--- config.mk ---
export PLATFORM = sky130hd
export DESIGN_NAME = ppi_div
export DESIGN_NICKNAME = d
export VERILOG_FILES = /design/src/rtl/core/ppi_pkg.sv /design/src/rtl/core/ppi_div.sv
export SDC_FILE = /design/constraint.sdc
export NUM_CORES = 1
export LEC_CHECK = 0
export BUFFER_PORTS_ARGS = -buffer_cell sky130_fd_sc_hd__buf_2
export CAP_MARGIN = 10
export CORE_ASPECT_RATIO = 1.4
export CORE_MARGIN = 2
export CORE_UTILIZATION = 35
export CTS_BUF_LIST = sky130_fd_sc_hd__clkbuf_2 sky130_fd_sc_hd__clkbuf_4 sky130_fd_sc_hd__clkbuf_8
export CTS_CLUSTER_DIAMETER = 30
export DETAILED_ROUTE_END_ITERATION = 12
export SYNTH_ARGS = -nofsm -noshare
export SYNTH_HDL_FRONTEND = slang
export SYNTH_SLANG_ARGS = --single-unit
--- constraint.sdc ---
create_clock -name clk -period 2.8 [get_ports clk]
set_input_delay 0 -clock clk [delete_from_list [all_inputs] [get_ports clk]]
set_output_delay 0 -clock clk [all_outputs]
set_load 0.01 [all_outputs]
--- src/rtl/core/ppi_pkg.sv ---
`timescale 1ns / 1ps
// ----------------------------------------------------------------------------
// ppi_pkg
// Shared widths, codes and divider interface types for the pitch period
// interpolator.
// ----------------------------------------------------------------------------
package ppi_pkg;

  // Field widths
  localparam int CMD_W      = 2;
  localparam int POS_W      = 24;
  localparam int PIDX_W     = 5;
  localparam int TIME_W     = 20;
  localparam int PITCH_W    = 14;
  localparam int PERIOD_W   = 16;
  localparam int SR_W       = 16;
  localparam int PTIME_W    = 20;
  localparam int CNT_CFG_W  = 6;
  localparam int CFG_IDX_W  = 3;
  localparam int CFG_DATA_W = 24;

  // Command codes
  localparam logic [CMD_W-1:0] CMD_QUERY  = 2'd0;
  localparam logic [CMD_W-1:0] CMD_LOAD_L = 2'd1;
  localparam logic [CMD_W-1:0] CMD_LOAD_R = 2'd2;

  // Register indexes
  localparam logic [CFG_IDX_W-1:0] REG_SAMPLE_RATE = 3'd0;
  localparam logic [CFG_IDX_W-1:0] REG_LEFT_LEN    = 3'd1;
  localparam logic [CFG_IDX_W-1:0] REG_LEFT_TIME   = 3'd2;
  localparam logic [CFG_IDX_W-1:0] REG_LEFT_CNT    = 3'd3;
  localparam logic [CFG_IDX_W-1:0] REG_RIGHT_CNT   = 3'd4;

  localparam logic [SR_W-1:0] SR_RESET = 16'd16000;

  // Time scale: samples -> 1/16 ms is pos * 16000 / sample_rate
  localparam int               TSCALE_W = 14;
  localparam logic [TSCALE_W-1:0] T_SCALE = 14'd16000;
  localparam int               TNUM_W   = POS_W + TSCALE_W;   // 38
  localparam int               OFF_W    = POS_W + 4;          // 16 * (len / kf)

  // floor(sr / 1000) as (sr * 67109) >> 26, exact for all 16-bit sr
  localparam int               KF_RECIP_W = 17;
  localparam logic [KF_RECIP_W-1:0] KF_RECIP = 17'd67109;
  localparam int               KF_SHIFT   = 26;
  localparam int               KF_W       = 7;

  // Serial divider sizes
  localparam int NUM_W  = 40;   // 16 * sample_rate * D
  localparam int DEN_W  = 35;   // p0*(D-x) + p1*x
  localparam int STEP_W = 6;
  localparam int PROD_W = PITCH_W + TIME_W;

  typedef struct packed {
    logic              go;
    logic [NUM_W-1:0]  num;
    logic [DEN_W-1:0]  den;
    logic [STEP_W-1:0] steps;
  } div_req_t;

  typedef struct packed {
    logic             done;
    logic [NUM_W-1:0] quot;
  } div_rsp_t;

endpackage

--- src/rtl/core/ppi_div.sv ---
`timescale 1ns / 1ps
// ----------------------------------------------------------------------------
// ppi_div
// Restoring divider, one quotient bit per cycle. The dividend is loaded
// left-aligned so that steps bits of quotient are produced.
// ----------------------------------------------------------------------------
module ppi_div (
  input  logic              clk,
  input  logic              rst_n,
  input  ppi_pkg::div_req_t req,
  output ppi_pkg::div_rsp_t rsp
);
  import ppi_pkg::*;

  logic              run_r, run_nxt;
  logic              done_r, done_nxt;
  logic [STEP_W-1:0] cnt_r, cnt_nxt;
  logic [NUM_W-1:0]  dvd_r, dvd_nxt;
  logic [NUM_W-1:0]  quo_r, quo_nxt;
  logic [DEN_W-1:0]  rem_r, rem_nxt;
  logic [DEN_W-1:0]  den_r, den_nxt;

  logic [DEN_W:0]    rem_sh;
  logic [DEN_W:0]    rem_dif;
  logic              ge;

  assign rem_sh  = {rem_r, dvd_r[NUM_W-1]};
  assign rem_dif = rem_sh - {1'b0, den_r};
  assign ge      = (rem_sh >= {1'b0, den_r});

  always_comb begin
    run_nxt  = run_r;
    done_nxt = 1'b0;
    cnt_nxt  = cnt_r;
    dvd_nxt  = dvd_r;
    quo_nxt  = quo_r;
    rem_nxt  = rem_r;
    den_nxt  = den_r;
    if (req.go) begin
      run_nxt = 1'b1;
      cnt_nxt = req.steps;
      dvd_nxt = req.num;
      den_nxt = req.den;
      quo_nxt = '0;
      rem_nxt = '0;
    end else if (run_r) begin
      dvd_nxt = {dvd_r[NUM_W-2:0], 1'b0};
      rem_nxt = ge ? rem_dif[DEN_W-1:0] : rem_sh[DEN_W-1:0];
      quo_nxt = {quo_r[NUM_W-2:0], ge};
      cnt_nxt = cnt_r - 1'b1;
      if (cnt_r == STEP_W'(1)) begin
        run_nxt  = 1'b0;
        done_nxt = 1'b1;
      end
    end
  end

  always_ff @(posedge clk) begin
    if (!rst_n) begin
      run_r  <= 1'b0;
      done_r <= 1'b0;
      cnt_r  <= '0;
    end else begin
      run_r  <= run_nxt;
      done_r <= done_nxt;
      cnt_r  <= cnt_nxt;
    end
    dvd_r <= dvd_nxt;
    quo_r <= quo_nxt;
    rem_r <= rem_nxt;
    den_r <= den_nxt;
  end

  assign rsp.done = done_r;
  assign rsp.quot = quo_r;

  a_go_idle: assert property (@(posedge clk) disable iff (!rst_n)
    req.go |-> !run_r)
    else $error("divider started while running");

  a_done_after_run: assert property (@(posedge clk) disable iff (!rst_n)
    done_r |-> $past(run_r))
    else $error("divider done without a run");

  a_last_step: assert property (@(posedge clk) disable iff (!rst_n)
    (run_r && !req.go && cnt_r == STEP_W'(1)) |=> (done_r && !run_r))
    else $error("divider missed its last step");

endmodule

==> impl_metrics.tcl <==
set metrics [dict create \
    ys_async_sr_fraction 0 \
    start_util 0.353 \
    crit_family "compound AO/OA/AOI/OAI gates" \
    critPathBufInv 3 \
    arrival_ns 3.24 \
    synth_seq_cells 158 \
    die_h_um 187 \
    synthSimpleGateAreaFrac 0.141 \
    die_w_um 135 \
    fin_worst_skew_ns 0.0103 \
    cp-start-kind "register" \
    drc_errors 0 \
    path_cells "inv_2, ha_4, a21oi_4, o21ai_2, a221o_1, a221o_1, o41ai_4, and2_4, buf_12, buf_12, nand2_2, a311oi_1" \
    period_share 1.02 \
    cap_violations 0 \
    core_area_um2 23700 \
    ant_nets 0 \
    synthMuxAreaShare 0.103 \
    cpMaxStageDelayCell "a221o_1" \
    clk_latency_ns 0.47 \
    placed_cells 1306 \
    multi_input_area_um2 4380 \
    area.growth.synth_to_final_pct 40.5 \
    seq_area_um2 3920 \
    grt_util_all_layers 0.184 \
    fillCellCount 2205 \
    grt_pass1_vias 7445 \
    worstPathRequired_ns 3.18 \
    rsz0062_at_grt "true" \
    firstDrtPassIters 4 \
    crit_start "den_r[17]" \
    status "complete, but fails checks" \
    final-instance-count-excl-fill 1452 \
    final_util 0.496 \
    ys_types 64 \
    combPwrFrac 0.245 \
    yosysWarnings 0 \
    cts-htree-levels 4 \
    slew_violations 0 \
    nets 1251 \
    max-vdd-ir-drop_mv 0.450 \
    p_int_mw 4.23 \
    fin_ws_ns -0.0610 \
    cts_tree "yes" \
    grt_pass1_wl_um 36900 \
    gp_congestion 0.898 \
    clock_power_share 0.306 \
    cts_root_buf "clkbuf_8" \
    die-area_um2 25200 \
    overflow 0 \
    setup-tns-final_ns -0.423 \
    syn-instance-count 835 \
    synth_top_family_by_area "compound AO/OA/AOI/OAI gates" \
    drive_gt1_frac 0.322 \
    finalWirelength_um 22800 \
    worst_setup_path_end_kind "register" \
    rows 67 \
    placed_area_um2 9860 \
    setup_viol 19 \
    slowest_delay_ns 0.41 \
    drtIter0Drc 334 \
    pre_cts_ws_ns -0.201 \
    switching_power_mw 1.73 \
    synth_fa_ha_area_frac 0.0577 \
    antenna_found_initial 0 \
    grt_max_degree 83 \
    vias 7248 \
    final.min_clock_period_ns 2.86 \
    syn_area_um2 8370 \
    violations "negative setup slack" \
    yosys_most_used_dff "dfxtp_1" \
    fmax_mhz 350 \
    syn_nets 957 \
    hold_path.class "input port to register" \
    worstPathMaxFanout 6 \
    cts_buffer_depth 2 \
    worst_pin_slew_ns 0.703 \
    synth-compound-area-share 0.153 \
    antenna_cells 0 \
    synth_edf_count 75 \
    relSlewSlack 0.531 \
    drt-vias-per-instance 4.99 \
    worstSetupPathType "register to register" \
    port-buffer-count 124 \
    ff2ff_setup_slack_ns -0.06 \
    ys_seq_area_frac 0.467 \
    power_density_nw_per_um2 506 \
    final_cell_area_um2 11800 \
    avgRoutedWirePerCell_um 15.7 \
    yosys.area_share.xor_xnor 0.0293 \
    cts_buffers 17 \
    p_leak_nw 5.06 \
    regToRegStartpoint "den_r[17]" \
    power_frac_seq 0.449 \
    path_clk_slew_ns 0.09 \
    io_pins 125 \
    cts_sinks 158 \
    hold_start "req[35]" \
    place.detailed.hpwl_um 15100 \
    switching_share 0.290 \
    hold_viol 0 \
    syn_avg_cell_area_um2 10.0 \
]
-- Yosys cell counts, types with 3 or more instances --
| cell type | number | share of area |
|---|---|---|
| nand3_1 | 18 | 0.011 |
| nor2b_1 | 8 | 0.0060 |
| a221o_1 | 3 | 0.0036 |
| buf_2 | 5 | 0.0030 |
| o31ai_1 | 3 | 0.0027 |
| mux2i_1 | 41 | 0.049 |
| and2_1 | 5 | 0.0037 |
| nand4_1 | 17 | 0.013 |
| a31oi_1 | 3 | 0.0022 |
| xor2_1 | 9 | 0.0094 |
| a211o_1 | 3 | 0.0031 |
| o21bai_1 | 7 | 0.0063 |
| o21a_1 | 4 | 0.0036 |
| o211ai_1 | 6 | 0.0054 |
| xnor2_1 | 19 | 0.020 |
| clkbuf_1 | 27 | 0.012 |
| a21o_1 | 21 | 0.019 |
| mux2_2 | 40 | 0.054 |
| a32oi_1 | 3 | 0.0031 |
| buf_6 | 4 | 0.0054 |
| nor2_1 | 91 | 0.041 |
| buf_1 | 9 | 0.0040 |
| inv_1 | 50 | 0.022 |
| edfxtp_1 | 75 | 0.27 |
| nand2b_1 | 7 | 0.0052 |
| o21ai_0 | 27 | 0.016 |
| o221ai_1 | 3 | 0.0031 |
| a21oi_1 | 38 | 0.023 |
| dfxtp_1 | 83 | 0.20 |
| ha_1 | 37 | 0.055 |
| nand2_1 | 88 | 0.039 |
| a311oi_1 | 15 | 0.016 |
| and3_1 | 5 | 0.0037 |
| nand3b_1 | 3 | 0.0027 |
| nor3_1 | 10 | 0.0060 |
| a211oi_1 | 3 | 0.0027 |
| a311oi_2 | 9 | 0.016 |
-- power by group through the flow --
stage	combinational [mW]	sequential (mW)	clock (mW)
3_5_place_dp	1.21	2.72	0
4_1_cts	1.39	2.67	1.90
2_1_floorplan	0.802	2.69	0
3_3_place_gp	1.20	2.72	0
6_report	1.46	2.68	1.82
5_1_grt	1.60	2.70	1.98
-- flip-flops by register name (all words and copies together) (netlist names) --
signal and flops:
dvd_r 40, quo_r 40, den_r 35, rem_r 35, cnt_r 6, done_r 1, run_r 1
-- cells by family after synthesis --
logic type,after synthesis
buffers and inverters,97
AND/OR/NAND/NOR,263
adder cells (fa/ha/maj),38
XOR/XNOR,28
AO/OA/AOI/OAI,170
flip-flops,158
multiplexers,81
-- through the flow --
stage          total power [mW]  hold slack (ns)
6_report                   5.96            0.230
2_1_floorplan              3.49           0.0989
5_1_grt                    6.27            0.207
3_3_place_gp               3.92            0.176
3_5_place_dp               3.93            0.178
4_1_cts                    5.96          -0.0924
-- final cells by class --
cell class / count / share of cell area
Timing Repair Buffer: 322 / 0.211
Inverter: 50 / 0.0160
Multi-Input combinational cell: 580 / 0.373
Clock inverter: 13 / 0.0138
Clock buffer: 19 / 0.0212
Sequential cell: 158 / 0.333
Tap cell: 310 / 0.0330
-- cell usage in the layout, fill, tap and decap left out, drive strengths merged, types with 4 or more instances in the layout --
| cell | netlist | final |
|---|---|---|
| a311oi | 24 | 24 |
| a21oi | 39 | 39 |
| clkbuf | 27 | 20 |
| nand3 | 18 | 18 |
| nand4 | 17 | 17 |
| xnor2 | 19 | 19 |
| dlygate4sd3 | 0 | 93 |
| ha | 37 | 37 |
| nor2 | 91 | 91 |
| nor3 | 10 | 10 |
| nand2b | 7 | 7 |
| clkinv | 0 | 5 |
| a21o | 21 | 21 |
| xor2 | 9 | 9 |
| o21a | 4 | 4 |
| o21bai | 7 | 7 |
| mux2 | 40 | 40 |
| mux2i | 41 | 41 |
| o211ai | 7 | 7 |
| and2 | 6 | 6 |
| nor2b | 8 | 8 |
| o21ai | 28 | 28 |
| nand2 | 88 | 88 |
| inv | 50 | 53 |
| edfxtp | 75 | 75 |
| and3 | 5 | 5 |
| buf | 20 | 228 |
| dfxtp | 83 | 83 |
-- routing by layer --
| metal | wire length [um] | GRT usage |
|---|---|---|
| met1 | 9100 | 0.210 |
| met2 | 12000 | 0.329 |
| met3 | 1010 | 0.0371 |
| met4 | 702 | 0.0798 |
| met5 | 0 | 0 |
-- worst paths after layout --
path                to  depth (start not counted)
max          rem_r[31]                         12
min          den_r[29]                          2
max reg2reg  rem_r[31]                         12
min reg2reg  rem_r[15]                          2
-- what timing repair did --
action                                 CTS  global route
gates cloned                             2             1
pin swaps                               32            16
resized for setup                       39            34
hold buffers                            92             1
setup buffers                           14             5
setup endpoints to repair               36            36
endpoints found under the hold margin  103            11
-- worst register-to-register path, stage by stage, from the launching register on --
cell      delay, ns
edfxtp_1       0.38
inv_2          0.07
ha_4           0.20
a21oi_4        0.17
o21ai_2        0.10
a221o_1        0.36
a221o_1        0.41
o41ai_4        0.26
and2_4         0.23
buf_12         0.13
buf_12         0.13
nand2_2        0.05
a311oi_1       0.27
Power figures use the tool's default switching activity.
